File: src/rtl/assert_macros.svh
// Assertion helpers shared by the RTL. Synthesis builds define SYNTH and get empty bodies.
// Both macros sample on the rising edge of clock and are disabled while reset is high.
`ifndef ASSERT_MACROS_SVH
`define ASSERT_MACROS_SVH
`ifndef SYNTH
`define AFE_ASSERT_SAME(lbl, ante, cons) \
   lbl: assert property (@(posedge clock) disable iff (reset) (ante) |-> (cons)) \
      else $error("same-cycle check failed");
`define AFE_ASSERT_NEXT(lbl, ante, cons) \
   lbl: assert property (@(posedge clock) disable iff (reset) (ante) |=> (cons)) \
      else $error("next-cycle check failed");
`else
`define AFE_ASSERT_SAME(lbl, ante, cons)
`define AFE_ASSERT_NEXT(lbl, ante, cons)
`endif
`endif

File: src/rtl/afe_pkg.sv
`timescale 1ns / 1ps
package afe_pkg;

   localparam int QUO_W = 8;
   localparam int LEN_W = 32;
   localparam int DT_W = 24;
   localparam int REM_W = LEN_W + QUO_W;
   localparam int DIV_W = LEN_W + QUO_W - 1;
   localparam int CNT_W = 3;
   localparam logic [CNT_W-1:0] DIV_LAST = CNT_W'(QUO_W - 1);
   localparam int ADDR_W = 3;
   localparam int DATA_W = 32;

   localparam logic [LEN_W-1:0] LEN_MIN_US = 32'd10000;
   localparam logic [LEN_W-1:0] LEN_DEFAULT_US = 32'd1000000;
   localparam logic [QUO_W-1:0] ALPHA_OPAQUE = 8'd255;
   localparam logic [QUO_W-1:0] ALPHA_CLEAR = 8'd0;

   typedef enum logic [2:0] {
      KIND_NONE   = 3'd0,
      KIND_IN     = 3'd1,
      KIND_OUT    = 3'd2,
      KIND_IN_OUT = 3'd3,
      KIND_OUT_IN = 3'd4
   } fade_kind_type;

   typedef enum logic {
      REG_FADE_KIND   = 1'b0,
      REG_FADE_LENGTH = 1'b1
   } reg_idx_type;

   typedef enum logic [2:0] {
      ST_IDLE,
      ST_EXEC,
      ST_NUMER,
      ST_SCALE,
      ST_DIVIDE,
      ST_RESULT
   } ctrl_state_type;

   typedef struct packed {
      logic latch_req;
      logic exec;
      logic numer;
      logic scale;
      logic div_step;
      logic commit;
   } afe_cmd_type;

   typedef struct packed {
      logic tick_active;
   } afe_status_type;

endpackage

File: src/rtl/afe_req_if.sv
`timescale 1ns / 1ps
interface afe_req_if;
   logic                      valid;
   logic                      ready;
   logic                      mode;
   logic [afe_pkg::DT_W-1:0]  elapsed_us;

   modport source (output valid, output mode, output elapsed_us, input ready);
   modport sink (input valid, input mode, input elapsed_us, output ready);
endinterface

File: src/rtl/afe_rsp_if.sv
`timescale 1ns / 1ps
interface afe_rsp_if;
   logic                       valid;
   logic                       ready;
   logic [afe_pkg::QUO_W-1:0]  alpha;
   logic                       fading;
   logic                       finished;

   modport source (output valid, output alpha, output fading, output finished, input ready);
   modport sink (input valid, input alpha, input fading, input finished, output ready);
endinterface

File: src/rtl/afe_csr.sv
`timescale 1ns / 1ps
module afe_csr (
   input  logic                        clock,
   input  logic                        reset,
   input  logic                        psel,
   input  logic                        penable,
   input  logic                        pwrite,
   input  logic [afe_pkg::ADDR_W-1:0]  paddr,
   input  logic [afe_pkg::DATA_W-1:0]  pwdata,
   output logic [afe_pkg::DATA_W-1:0]  prdata,
   output logic                        pready,
   output logic [2:0]                  cfg_kind,
   output logic [afe_pkg::LEN_W-1:0]   cfg_len
);

   logic [2:0]                 kind_ff, kind_in;
   logic [afe_pkg::LEN_W-1:0]  len_ff, len_in;
   logic                       wr_en;
   afe_pkg::reg_idx_type       idx;

   // Registers are word aligned; the low address bits are ignored.
   assign idx = afe_pkg::reg_idx_type'(paddr[2]);
   assign wr_en = psel && penable && pwrite;
   assign pready = 1'b1;

   always_comb begin
      kind_in = kind_ff;
      len_in = len_ff;
      if (wr_en) begin
         case (idx)
            afe_pkg::REG_FADE_KIND: kind_in = pwdata[2:0];
            afe_pkg::REG_FADE_LENGTH: len_in = pwdata;
            default: ;
         endcase
      end
   end

   always_comb begin
      case (idx)
         afe_pkg::REG_FADE_KIND: prdata = {{(afe_pkg::DATA_W-3){1'b0}}, kind_ff};
         afe_pkg::REG_FADE_LENGTH: prdata = len_ff;
         default: prdata = '0;
      endcase
   end

   always_ff @(posedge clock) begin
      if (reset) begin
         kind_ff <= afe_pkg::KIND_NONE;
         len_ff <= afe_pkg::LEN_DEFAULT_US;
      end else begin
         kind_ff <= kind_in;
         len_ff <= len_in;
      end
   end

   assign cfg_kind = kind_ff;
   assign cfg_len = len_ff;

endmodule

File: src/rtl/afe_ctrl.sv
`timescale 1ns / 1ps
`include "assert_macros.svh"
module afe_ctrl (
   input  logic                    clock,
   input  logic                    reset,
   input  logic                    req_valid,
   output logic                    req_ready,
   output logic                    rsp_valid,
   input  logic                    rsp_ready,
   input  afe_pkg::afe_status_type status,
   output afe_pkg::afe_cmd_type    cmd
);

   afe_pkg::ctrl_state_type      state_ff, state_in;
   logic [afe_pkg::CNT_W-1:0]    cnt_ff, cnt_in;
   logic                         rsp_valid_ff, rsp_valid_in;
   logic                         rsp_free;

   assign rsp_free = !rsp_valid_ff || rsp_ready;

   always_comb begin
      state_in = state_ff;
      case (state_ff)
         afe_pkg::ST_IDLE: begin
            if (req_valid) state_in = afe_pkg::ST_EXEC;
         end
         afe_pkg::ST_EXEC: begin
            state_in = status.tick_active ? afe_pkg::ST_NUMER : afe_pkg::ST_RESULT;
         end
         afe_pkg::ST_NUMER: state_in = afe_pkg::ST_SCALE;
         afe_pkg::ST_SCALE: state_in = afe_pkg::ST_DIVIDE;
         afe_pkg::ST_DIVIDE: begin
            if (cnt_ff == afe_pkg::DIV_LAST) state_in = afe_pkg::ST_RESULT;
         end
         afe_pkg::ST_RESULT: begin
            if (rsp_free) state_in = afe_pkg::ST_IDLE;
         end
         default: state_in = afe_pkg::ST_IDLE;
      endcase
   end

   always_comb begin
      req_ready = 1'b0;
      cmd = '0;
      case (state_ff)
         afe_pkg::ST_IDLE: begin
            req_ready = 1'b1;
            cmd.latch_req = req_valid;
         end
         afe_pkg::ST_EXEC: cmd.exec = 1'b1;
         afe_pkg::ST_NUMER: cmd.numer = 1'b1;
         afe_pkg::ST_SCALE: cmd.scale = 1'b1;
         afe_pkg::ST_DIVIDE: cmd.div_step = 1'b1;
         afe_pkg::ST_RESULT: cmd.commit = rsp_free;
         default: ;
      endcase
   end

   always_comb begin
      cnt_in = (state_ff == afe_pkg::ST_DIVIDE) ? cnt_ff + 1'b1 : '0;
      if (cmd.commit) begin
         rsp_valid_in = 1'b1;
      end else if (rsp_ready) begin
         rsp_valid_in = 1'b0;
      end else begin
         rsp_valid_in = rsp_valid_ff;
      end
   end

   always_ff @(posedge clock) begin
      if (reset) begin
         state_ff <= afe_pkg::ST_IDLE;
         cnt_ff <= '0;
         rsp_valid_ff <= 1'b0;
      end else begin
         state_ff <= state_in;
         cnt_ff <= cnt_in;
         rsp_valid_ff <= rsp_valid_in;
      end
   end

   assign rsp_valid = rsp_valid_ff;

   `AFE_ASSERT_NEXT(a_accept_to_exec, req_valid && req_ready, state_ff == afe_pkg::ST_EXEC)
   `AFE_ASSERT_NEXT(a_idle_tick_skips, state_ff == afe_pkg::ST_EXEC && !status.tick_active, state_ff == afe_pkg::ST_RESULT)
   `AFE_ASSERT_NEXT(a_commit_shows, cmd.commit, rsp_valid_ff)

endmodule

File: src/rtl/afe_dp.sv
`timescale 1ns / 1ps
`include "assert_macros.svh"
module afe_dp (
   input  logic                       clock,
   input  logic                       reset,
   input  afe_pkg::afe_cmd_type       cmd,
   output afe_pkg::afe_status_type    status,
   input  logic                       req_mode,
   input  logic [afe_pkg::DT_W-1:0]   req_elapsed,
   input  logic [2:0]                 cfg_kind,
   input  logic [afe_pkg::LEN_W-1:0]  cfg_len,
   output logic [afe_pkg::QUO_W-1:0]  alpha,
   output logic                       fading,
   output logic                       finished
);

   // Envelope state.
   logic [afe_pkg::QUO_W-1:0]  opacity_ff, opacity_in;
   logic [afe_pkg::LEN_W-1:0]  elapsed_ff, elapsed_in;
   logic                       running_ff, running_in;
   afe_pkg::fade_kind_type     kind_ff, kind_in;
   logic [afe_pkg::LEN_W-1:0]  len_ff, len_in;
   logic                       fin_ff, fin_in;
   logic                       upd_ff, upd_in;

   // Per-request working registers.
   logic                       mode_ff, mode_in;
   logic [afe_pkg::DT_W-1:0]   dt_ff, dt_in;
   logic [afe_pkg::LEN_W-1:0]  t_ff, t_in;
   logic [afe_pkg::LEN_W-1:0]  num_ff, num_in;
   logic [afe_pkg::REM_W-1:0]  rem_ff, rem_in;
   logic [afe_pkg::DIV_W-1:0]  div_ff, div_in;
   logic [afe_pkg::QUO_W-1:0]  quo_ff, quo_in;
   logic [afe_pkg::QUO_W-1:0]  alpha_ff, alpha_in;
   logic                       fading_ff, fading_in;
   logic                       finished_ff, finished_in;

   logic                       active;
   logic [afe_pkg::LEN_W:0]    sum;
   logic [afe_pkg::LEN_W-1:0]  sat;
   afe_pkg::fade_kind_type     arm_kind;
   logic [afe_pkg::LEN_W:0]    t2;
   logic [afe_pkg::LEN_W:0]    len_ext;
   logic [afe_pkg::LEN_W-1:0]  d_minus_t;
   logic [afe_pkg::LEN_W:0]    lo_diff;
   logic [afe_pkg::LEN_W:0]    hi_diff;
   logic [afe_pkg::LEN_W:0]    back_twice;
   logic                       first_half;
   logic [afe_pkg::LEN_W-1:0]  num_calc;
   logic [afe_pkg::REM_W-1:0]  div_ext;
   logic                       ge;

   assign active = running_ff && (kind_ff != afe_pkg::KIND_NONE);
   assign status.tick_active = !mode_ff && active;

   assign sum = {1'b0, elapsed_ff} + {{(afe_pkg::LEN_W-afe_pkg::DT_W+1){1'b0}}, dt_ff};
   assign sat = sum[afe_pkg::LEN_W] ? '1 : sum[afe_pkg::LEN_W-1:0];

   assign arm_kind = (cfg_kind <= afe_pkg::KIND_OUT_IN) ?
                     afe_pkg::fade_kind_type'(cfg_kind) : afe_pkg::KIND_NONE;

   // Every branch of the envelope keeps its numerator within the fade length.
   assign t2 = {t_ff, 1'b0};
   assign len_ext = {1'b0, len_ff};
   assign first_half = t2 < len_ext;
   assign d_minus_t = len_ff - t_ff;
   assign back_twice = {d_minus_t, 1'b0};
   assign lo_diff = len_ext - t2;
   assign hi_diff = t2 - len_ext;

   always_comb begin
      case (kind_ff)
         afe_pkg::KIND_IN: num_calc = t_ff;
         afe_pkg::KIND_OUT: num_calc = d_minus_t;
         afe_pkg::KIND_IN_OUT: begin
            num_calc = first_half ? t2[afe_pkg::LEN_W-1:0] : back_twice[afe_pkg::LEN_W-1:0];
         end
         afe_pkg::KIND_OUT_IN: begin
            num_calc = first_half ? lo_diff[afe_pkg::LEN_W-1:0] : hi_diff[afe_pkg::LEN_W-1:0];
         end
         default: num_calc = '0;
      endcase
   end

   assign div_ext = {1'b0, div_ff};
   assign ge = rem_ff >= div_ext;

   always_comb begin
      opacity_in = opacity_ff;
      elapsed_in = elapsed_ff;
      running_in = running_ff;
      kind_in = kind_ff;
      len_in = len_ff;
      fin_in = fin_ff;
      upd_in = upd_ff;
      mode_in = mode_ff;
      dt_in = dt_ff;
      t_in = t_ff;
      num_in = num_ff;
      rem_in = rem_ff;
      div_in = div_ff;
      quo_in = quo_ff;
      alpha_in = alpha_ff;
      fading_in = fading_ff;
      finished_in = finished_ff;

      if (cmd.latch_req) begin
         mode_in = req_mode;
         dt_in = req_elapsed;
      end

      if (cmd.exec) begin
         fin_in = 1'b0;
         upd_in = 1'b0;
         if (mode_ff) begin
            kind_in = arm_kind;
            len_in = (cfg_len > afe_pkg::LEN_MIN_US) ? cfg_len : afe_pkg::LEN_DEFAULT_US;
            elapsed_in = '0;
            running_in = 1'b1;
            if (arm_kind == afe_pkg::KIND_IN || arm_kind == afe_pkg::KIND_IN_OUT) begin
               opacity_in = afe_pkg::ALPHA_CLEAR;
            end else if (arm_kind == afe_pkg::KIND_OUT || arm_kind == afe_pkg::KIND_OUT_IN) begin
               opacity_in = afe_pkg::ALPHA_OPAQUE;
            end
         end else if (active) begin
            elapsed_in = sat;
            t_in = (sat < len_ff) ? sat : len_ff;
            fin_in = sat >= len_ff;
            upd_in = 1'b1;
         end
      end

      if (cmd.numer) begin
         num_in = num_calc;
      end

      if (cmd.scale) begin
         rem_in = {num_ff, {afe_pkg::QUO_W{1'b0}}} - {{afe_pkg::QUO_W{1'b0}}, num_ff};
         div_in = {len_ff, {(afe_pkg::QUO_W-1){1'b0}}};
         quo_in = '0;
      end

      if (cmd.div_step) begin
         if (ge) rem_in = rem_ff - div_ext;
         quo_in = {quo_ff[afe_pkg::QUO_W-2:0], ge};
         div_in = div_ff >> 1;
      end

      if (cmd.commit) begin
         if (upd_ff) opacity_in = quo_ff;
         if (fin_ff) begin
            running_in = 1'b0;
            kind_in = afe_pkg::KIND_NONE;
         end
         alpha_in = upd_ff ? quo_ff : opacity_ff;
         fading_in = !fin_ff && active;
         finished_in = fin_ff;
      end
   end

   always_ff @(posedge clock) begin
      if (reset) begin
         opacity_ff <= afe_pkg::ALPHA_OPAQUE;
         elapsed_ff <= '0;
         running_ff <= 1'b0;
         kind_ff <= afe_pkg::KIND_NONE;
         len_ff <= afe_pkg::LEN_DEFAULT_US;
         fin_ff <= 1'b0;
         upd_ff <= 1'b0;
      end else begin
         opacity_ff <= opacity_in;
         elapsed_ff <= elapsed_in;
         running_ff <= running_in;
         kind_ff <= kind_in;
         len_ff <= len_in;
         fin_ff <= fin_in;
         upd_ff <= upd_in;
      end
   end

   always_ff @(posedge clock) begin
      mode_ff <= mode_in;
      dt_ff <= dt_in;
      t_ff <= t_in;
      num_ff <= num_in;
      rem_ff <= rem_in;
      div_ff <= div_in;
      quo_ff <= quo_in;
      alpha_ff <= alpha_in;
      fading_ff <= fading_in;
      finished_ff <= finished_in;
   end

   assign alpha = alpha_ff;
   assign fading = fading_ff;
   assign finished = finished_ff;

   `AFE_ASSERT_SAME(a_rem_bounded, cmd.div_step, rem_ff < (div_ext << 1))
   `AFE_ASSERT_NEXT(a_finish_stops, cmd.commit && fin_ff, !running_ff && kind_ff == afe_pkg::KIND_NONE)
   `AFE_ASSERT_NEXT(a_timer_grows, cmd.exec && !mode_ff && active, elapsed_ff >= $past(elapsed_ff))

endmodule

File: src/rtl/alpha_fade_envelope_core.sv
`timescale 1ns / 1ps
// Channel    Direction  Handshake              Payload
// req_chan   in         valid/ready            mode, elapsed_us
// rsp_chan   out        valid/ready            alpha, fading, finished
// APB        in         psel/penable, pready   paddr, pwdata, prdata
//
// A tick request on a running fade passes through the accumulate step, numerator selection,
// scaling, the shift-subtract divider that forms alpha and the write-back, after which its
// response is valid. A start request, or a tick with no fade running, skips to write-back.
// Once the response register is loaded the controller is idle and can take the next request.
// Reset is synchronous and active high; it restores full opacity with no fade armed.
// A response waiting on rsp_chan does not block the next request from being accepted;
// only the final write-back cycle waits for the response register to free up.
module alpha_fade_envelope_core (
   input  logic                        clock,
   input  logic                        reset,
   afe_req_if.sink                     req_chan,
   afe_rsp_if.source                   rsp_chan,
   input  logic                        psel,
   input  logic                        penable,
   input  logic                        pwrite,
   input  logic [afe_pkg::ADDR_W-1:0]  paddr,
   input  logic [afe_pkg::DATA_W-1:0]  pwdata,
   output logic [afe_pkg::DATA_W-1:0]  prdata,
   output logic                        pready
);

   // Configuration values as last written. They are sampled only when a start
   // request is processed, so a running fade keeps the kind and length it armed with.
   logic [2:0]                 cfg_kind;
   logic [afe_pkg::LEN_W-1:0]  cfg_len;

   // Command and status between the sequencer and the arithmetic.
   afe_pkg::afe_cmd_type       cmd;
   afe_pkg::afe_status_type    status;

   afe_csr u_csr (
      .clock    (clock),
      .reset    (reset),
      .psel     (psel),
      .penable  (penable),
      .pwrite   (pwrite),
      .paddr    (paddr),
      .pwdata   (pwdata),
      .prdata   (prdata),
      .pready   (pready),
      .cfg_kind (cfg_kind),
      .cfg_len  (cfg_len)
   );

   // The controller walks each request through arm or accumulate and the final write-back;
   // a running fade's tick adds numerator selection, scaling by 255 and eight divide steps.
   afe_ctrl u_ctrl (
      .clock     (clock),
      .reset     (reset),
      .req_valid (req_chan.valid),
      .req_ready (req_chan.ready),
      .rsp_valid (rsp_chan.valid),
      .rsp_ready (rsp_chan.ready),
      .status    (status),
      .cmd       (cmd)
   );

   // The datapath holds the fade state, the saturating timer and the divider.
   // On a fade tick, alpha is the exact floor of 255 times the envelope numerator over length.
   afe_dp u_dp (
      .clock       (clock),
      .reset       (reset),
      .cmd         (cmd),
      .status      (status),
      .req_mode    (req_chan.mode),
      .req_elapsed (req_chan.elapsed_us),
      .cfg_kind    (cfg_kind),
      .cfg_len     (cfg_len),
      .alpha       (rsp_chan.alpha),
      .fading      (rsp_chan.fading),
      .finished    (rsp_chan.finished)
   );

endmodule
File: src/flat_wrapper.sv
// flat-port wrapper written by rule: the top's interface ports become plain ports
module alpha_fade_envelope_core_flat 
  (clock, reset, psel, penable, pwrite, paddr, pwdata, prdata, pready, req_chan_valid, req_chan_mode, req_chan_elapsed_us, req_chan_ready, rsp_chan_valid, rsp_chan_alpha, rsp_chan_fading, rsp_chan_finished, rsp_chan_ready);
  afe_req_if req_chan_i ();
  afe_rsp_if rsp_chan_i ();
  input  logic clock;
  input  logic reset;
  input  logic psel;
  input  logic penable;
  input  logic pwrite;
  input  logic [afe_pkg::ADDR_W-1:0] paddr;
  input  logic [afe_pkg::DATA_W-1:0] pwdata;
  output logic [afe_pkg::DATA_W-1:0] prdata;
  output logic pready;
  input wire logic [$bits(req_chan_i.valid)-1:0] req_chan_valid;
  input wire logic [$bits(req_chan_i.mode)-1:0] req_chan_mode;
  input wire logic [$bits(req_chan_i.elapsed_us)-1:0] req_chan_elapsed_us;
  output wire logic [$bits(req_chan_i.ready)-1:0] req_chan_ready;
  output wire logic [$bits(rsp_chan_i.valid)-1:0] rsp_chan_valid;
  output wire logic [$bits(rsp_chan_i.alpha)-1:0] rsp_chan_alpha;
  output wire logic [$bits(rsp_chan_i.fading)-1:0] rsp_chan_fading;
  output wire logic [$bits(rsp_chan_i.finished)-1:0] rsp_chan_finished;
  input wire logic [$bits(rsp_chan_i.ready)-1:0] rsp_chan_ready;
  assign req_chan_i.valid = req_chan_valid;
  assign req_chan_i.mode = req_chan_mode;
  assign req_chan_i.elapsed_us = req_chan_elapsed_us;
  assign req_chan_ready = req_chan_i.ready;
  assign rsp_chan_valid = rsp_chan_i.valid;
  assign rsp_chan_alpha = rsp_chan_i.alpha;
  assign rsp_chan_fading = rsp_chan_i.fading;
  assign rsp_chan_finished = rsp_chan_i.finished;
  assign rsp_chan_i.ready = rsp_chan_ready;
  alpha_fade_envelope_core u_core (.clock(clock), .reset(reset), .req_chan(req_chan_i), .rsp_chan(rsp_chan_i), .psel(psel), .penable(penable), .pwrite(pwrite), .paddr(paddr), .pwdata(pwdata), .prdata(prdata), .pready(pready));
endmodule
File: config.mk
export PLATFORM = sky130hd
export DESIGN_NAME = alpha_fade_envelope_core_flat
export DESIGN_NICKNAME = d
export VERILOG_FILES = /design/src/rtl/afe_pkg.sv /design/src/rtl/afe_req_if.sv /design/src/rtl/afe_rsp_if.sv /design/src/rtl/afe_csr.sv /design/src/rtl/afe_ctrl.sv /design/src/rtl/afe_dp.sv /design/src/rtl/alpha_fade_envelope_core.sv /design/src/flat_wrapper.sv
export VERILOG_INCLUDE_DIRS = /design/src /design/src/rtl
export SDC_FILE = /design/constraint.sdc
export NUM_CORES = 1
export LEC_CHECK = 0
export BUFFER_PORTS_ARGS = -buffer_cell sky130_fd_sc_hd__buf_2
export CAP_MARGIN = 0
export CORE_ASPECT_RATIO = 0.6
export CORE_MARGIN = 1.5
export CORE_UTILIZATION = 30
export CTS_BUF_LIST = sky130_fd_sc_hd__clkbuf_8 sky130_fd_sc_hd__clkbuf_16
export DETAILED_ROUTE_END_ITERATION = 7
export PLACE_DENSITY = 0.53
export SETUP_SLACK_MARGIN = 0.02
export SLEW_MARGIN = 0
export SYNTH_ARGS = -nofsm -noshare
export SYNTH_HDL_FRONTEND = slang
export SYNTH_SLANG_ARGS = --single-unit
export TNS_END_PERCENT = 5
File: constraint.sdc
create_clock -name clock -period 6.5 [get_ports clock]
set_input_delay 0.325 -clock clock [delete_from_list [all_inputs] [get_ports clock]]
set_output_delay 0.325 -clock clock [all_outputs]
set_load 0.01 [all_outputs]
# ---- After elaboration in Yosys (flattened, before gate mapping)
# Index checks and enable logic that the tools add are counted.
dict set report totals {
  rom_bits 0
  output_inout_bits 45
  latch_bits 0
  ff_bits 306
  mem_count 0
  mem_bits_rw 0
}
dict set report classes {
  div 0
  add_sub_neg 7
  shifts 0
  n_lt_le_gt_ge 6
  reduce_logical 23
  bitwise 3
  mux 50
  n_eq_ne 17
  n_mul 0
}
# op count
set ops {}
lappend ops {{32-bit two-way mux} 7}
lappend ops {{32-bit one-hot mux with 4 select lines} 1}
lappend ops {{40-bit two-way mux} 3}
lappend ops {{32-bit subtractor} 3}
lappend ops {{38-bit two-way mux} 2}
lappend ops {{8-bit two-way mux} 9}
lappend ops {{32-bit one-hot mux with 2 select lines} 1}
lappend ops {{40-bit by 39-bit >= comparator with 1-bit output} 1}
lappend ops {{40-bit by 32-bit subtractor with 40-bit output} 1}
lappend ops {{40-bit by 39-bit subtractor with 40-bit output} 1}
lappend ops {{32-bit by 24-bit adder with 33-bit output} 1}
lappend ops {{33-bit by 32-bit < comparator with 1-bit output} 1}
lappend ops {{32-bit >= comparator} 1}
lappend ops {{32-bit by 14-bit greater-than comparator with 1-bit output (second input constant)} 1}
lappend ops {{32-bit < comparator} 1}
lappend ops {{3-bit two-way mux} 9}
lappend ops {{3-bit by 2-bit == test with 1-bit output (second input constant)} 6}
lappend ops {{3-bit one-hot mux with 6 select lines} 1}
lappend ops {{1-bit two-way mux} 17}
lappend ops {{3-bit == test (second input constant)} 5}
lappend ops {{3-bit by 1-bit == test with 1-bit output (second input constant)} 3}
lappend ops {{2-bit AND reduction} 4}
lappend ops {{2-bit inequality test (second input constant)} 3}
lappend ops {{3-bit AND reduction} 2}
lappend ops {{10 further kinds} 22}

# ---- Logic depth before layout (Yosys ltp)
dict set report depth {
  word_depth 10
  mapped_depth 24
  ltp_nobuf 21
}

# ---- Modules after synthesis
# A second synthesis with hierarchy kept.
dict set report hier_totals {
  hier_cells 2773
  area_unflattened_um2 23602.6
}
# mod seq_area_each_um2 instances area_per_inst_um2 cells_each
set modules_own_cells {}
lappend modules_own_cells {afe_dp 6736.5 1 21426.8 2544}
lappend modules_own_cells {afe_csr 700.7 1 1790.5 187}
lappend modules_own_cells {afe_ctrl 140.1 1 385.4 42}

# ---- Worst setup path before layout
# No wires, ideal clock.
dict set report synth_path {
  path_type {reg2reg}
  startpoint {reg u_core.u_dp.dt_ff[0] in the netlist's numbering}
  endpoint {reg u_core.u_dp.t_ff[25] in the netlist's numbering, data pin}
  arrival_ps 4885
  path_buffers 3
  slack_ps 1355
  stages_incl_launch_ff 23
  setup_time_ps 260
  period_less_slack_ps 5145
  path_cell_list {edfxtp_1 ha_1 fa_1 a21oi_1 o211ai_1 a21oi_1 a21oi_2 a32o_1 o22ai_2 or2_2 clkbuf_1 buf_2 nand2_1 ha_1 a21o_1 a21o_1 a21oi_1 nor2_1 a211oi_1 nor3_1 a2111oi_2 clkbuf_1 mux2_2}
}
dict set report synth_between {
  elab_chain_len 4
}
# item line
set synth_rtl {}
lappend synth_rtl {{from (decl)} afe_dp.sv:28} ;# logic [afe_pkg::DT_W-1:0] dt_ff, dt_in;
lappend synth_rtl {{from (signal assigned)} afe_dp.sv:183} ;# dt_ff <= dt_in;
lappend synth_rtl {{32-bit by 24-bit adder with 33-bit output (*)} afe_dp.sv:56} ;# assign sum = {1'b0, elapsed_ff} + {{(afe_pkg::LEN_W-afe_pkg::DT_W+1){1'b0}}, dt_ff};
lappend synth_rtl {{32-bit two-way mux (*)} afe_dp.sv:57} ;# assign sat = sum[afe_pkg::LEN_W] ? '1 : sum[afe_pkg::LEN_W-1:0];
lappend synth_rtl {{32-bit < comparator} afe_dp.sv:127} ;# t_in = (sat < len_ff) ? sat : len_ff;
lappend synth_rtl {{32-bit two-way mux (*)} afe_dp.sv:127}
lappend synth_rtl {{to (signal assigned)} afe_dp.sv:184} ;# t_ff <= t_in;
lappend synth_rtl {{to (decl)} afe_dp.sv:29} ;# logic [afe_pkg::LEN_W-1:0] t_ff, t_in;
# Every way passes the cells marked *; elsewhere a longest branch is shown, timed or not.
# A chain may end at the register's enable or synchronous reset.

# ---- Worst setup path in the final report
dict set report layout_path {
  startpoint {reg u_core.u_dp.dt_ff[0] in the netlist's numbering}
  endpoint {reg u_core.u_dp.t_ff[27] in the netlist's numbering, data pin}
}
# The elaborated chain is that of the path after synthesis.

==> impl_metrics.tcl <==
set metrics [dict create \
    cp-end-kind "register" \
    htree_levels 2 \
    hold_buffers 56 \
    num-nets-final 3224 \
    yosysSeqAreaShare 0.3224 \
    crit_chain "ha_1, fa_1, a21oi_1, o211ai_1, a21oi_1, a21oi_2, a32o_1, o22ai_2, or2_2, nand2_1, mux2_2, ha_1, a21o_1, a21o_1, a21oi_1, o21ai_0, a2111oi_4, buf_4, mux2_2" \
    placed_area_um2 24980 \
    cts_tree "yes" \
    synth_nets 3144 \
    combPwrFrac 0.100 \
    grt_max_degree 73 \
    antenna_found_initial 3 \
    fp.dieW_um 364.4 \
    max_slew_margin 0.1989 \
    initial_core_util 0.3033 \
    layout_commonest_cell "nand2_1" \
    synth_area_um2 23500 \
    routedWlPerCell_um 19.90 \
    slowest_stage "or2_2" \
    grt_pass1_wl_um 120400 \
    path_class "reg -> reg" \
    synthFlopType "dfxtp_1" \
    drt_iter0_markers 1964 \
    hold_slack_ns 0.03362 \
    critPathMaxStageDelay_ns 0.49 \
    reg2reg_depth 19 \
    final_cell_mix "nand2_1 (347), a21oi_1 (277), o21ai_0 (232), nor2_1 (221), ha_1 (214)" \
    setup_violations 0 \
    tns_ns 0 \
    grt_overflow_total 0 \
    grt_pass1_vias 19130 \
    cts_buffers 35 \
    worst-path-buf-inv 1 \
    die-height_um 219.8 \
    dieArea_um2 80090 \
    internal_power_w 0.003364 \
    cts-resized-gates 0 \
    drc_errors 0 \
    drtPass1Iterations 7 \
    async_reset_ff_frac 0 \
    synth_edf_count 145 \
    power_leakage_nw 11.32 \
    period_share 0.8528 \
    core_um2 77490 \
    yosysWarnings 0 \
    outcome "complete, no violations" \
    hpwl_um 62480 \
    fin_crit_ns 5.543 \
    p_total_w 0.004539 \
    cp_top_family "compound AO/OA/AOI/OAI gates" \
    ctsLongestPathBuffers 3 \
    ys_seq_elements 306 \
    power_frac_seq 0.465 \
    vias_per_cell 5.324 \
    worst-path-max-fanout 32 \
    row_count 79 \
    cellPowerDensity_nw_per_um2 170.3 \
    clock_latency_ns 0.57 \
    syn_to_final_growth_pct 13.38 \
    io_buffers 108 \
    clk_pin_slew_ns 0.06 \
    min_delay_path_depth 3 \
    fillers 8147 \
    gp_congestion 0.9380 \
    swShare 0.2588 \
    cp.depth 19 \
    startpoint_type "register" \
    cp_common_cell "a21oi_1" \
    hp-class "in -> reg" \
    max_cap_violations 0 \
    drive_above_1_share 0.08201 \
    clock_skew_ns 0.02042 \
    hold_viol_final 0 \
    fin_util 0.3439 \
    synth_cell_types 91 \
    r2r_slack_ns 0.96 \
    root_buffer "clkbuf_16" \
    n_antenna_cell 0 \
    p_sw_w 0.001175 \
    clkPwrFrac 0.435 \
    vdd_drop_max_v 0.0001810 \
    rsz0062_at_grt "false" \
    synthCells 2858 \
    cp.required_ns 6.82 \
    post_cts_buffers 0 \
    slew_violations 0 \
    wl_um 79910 \
    numClockSinks 306 \
    ant_nets 0 \
    avgSynthCellArea_um2 8.224 \
    io_pins 112 \
    arrival_ns 5.86 \
    design_area_um2 26650 \
    track_usage 0.1963 \
    timing.fmax_mhz 180.4 \
    via_count 21380 \
    worstMarginPinSlew_ns 1.171 \
]
## worst paths after layout
| path | to | start |
|---|---|---|
| setup / recovery | u_core.u_dp.t_ff[27]$_DFFE_PP_ | u_core.u_dp.dt_ff[0]$_DFFE_PP_ |
| hold / removal | u_core.u_csr.cfg_len[0]$_SDFFE_PP0P_ | pwdata[0] |
| setup reg to reg | u_core.u_dp.t_ff[27]$_DFFE_PP_ | u_core.u_dp.dt_ff[0]$_DFFE_PP_ |
| hold reg to reg | u_core.u_dp.elapsed_ff[19]$_SDFFE_PP0P_ | u_core.u_dp.elapsed_ff[19]$_SDFFE_PP0P_ |
## worst register-to-register path, delay by kind of cell (launching register included)
family | cells | cell delay [ns]
flops | 1 | 0.36
mux | 2 | 0.70
fa+ha+maj | 3 | 0.95
simple gates | 2 | 0.62
compound gates | 11 | 2.29
buf+inv | 1 | 0.37
## state kept, by name, indices dropped and copies added (netlist names), 3 cells and up
register / flops
u_core.u_dp.elapsed_ff: 32
u_core.u_dp.num_ff: 32
u_core.u_dp.opacity_ff: 8
u_core.u_dp.alpha: 8
u_core.u_dp.kind_ff: 3
u_core.u_dp.t_ff: 32
u_core.u_csr.cfg_len: 32
u_core.u_dp.len_ff: 32
u_core.u_ctrl.cnt_ff: 3
u_core.u_dp.dt_ff: 24
u_core.u_dp.rem_ff: 40
u_core.u_dp.div_ff: 39
u_core.u_ctrl.state_ff: 3
u_core.u_csr.cfg_kind: 3
u_core.u_dp.quo_ff: 8
## cells by family after synthesis
kind of cell,synth area share
flops,0.3224
other cells,0.0001595
buf+inv,0.05243
fa+ha+maj,0.1182
xor+xnor,0.05515
simple gates,0.1658
compound gates,0.2649
mux,0.02092
## through the flow
step / worst slack (ns) / instances
after floorplan: 1.355 / 2858
after global placement: 0.9639 / 3898
after detailed placement: 0.9815 / 3898
after CTS: 0.9618 / 4016
after global routing: 0.5358 / 4016
final: 0.9570 / 4016
## synth_stat cells, types with 40 or more instances
library cell | n | area share
xor2_1 | 65 | 0.024
nor2_1 | 222 | 0.035
clkbuf_1 | 120 | 0.019
and2_1 | 50 | 0.013
a21o_1 | 116 | 0.037
ha_1 | 214 | 0.11
nand2_1 | 349 | 0.056
xnor2_1 | 83 | 0.031
o21ai_0 | 232 | 0.049
nand3_1 | 41 | 0.0087
inv_1 | 167 | 0.027
a211oi_1 | 46 | 0.015
edfxtp_1 | 145 | 0.19
nor3_1 | 40 | 0.0085
dfxtp_1 | 161 | 0.14
a21oi_1 | 277 | 0.059
a22oi_1 | 43 | 0.014
## layout make-up
class,count,area [µm²],share of cell area
clock buffer,39,942.2,0.03536
clock inverter,23,167.7,0.006292
inverter,168,630.6,0.02366
multi-input combinational,2238,14720,0.5524
sequential,306,7577,0.2843
tap,1053,1318,0.04944
timing repair buffer,189,1291,0.04846
## routing by layer
metal,GRT usage,wire length [µm]
met1,0.3314,44130
met5,0,0
met4,0.03389,1004
met3,0.06058,8162
met2,0.2263,26610
## power groups by stage
stage / registers (W) / clock network [W] / logic, W
after floorplan: 0.00213 / 0 / 0.000294
after global placement: 0.00215 / 0 / 0.000423
after detailed placement: 0.00215 / 0 / 0.000422
after CTS: 0.00211 / 0.00204 / 0.000451
after global routing: 0.00211 / 0.00212 / 0.000509
final: 0.00211 / 0.00197 / 0.000454
Power figures use the tool's default switching activity.
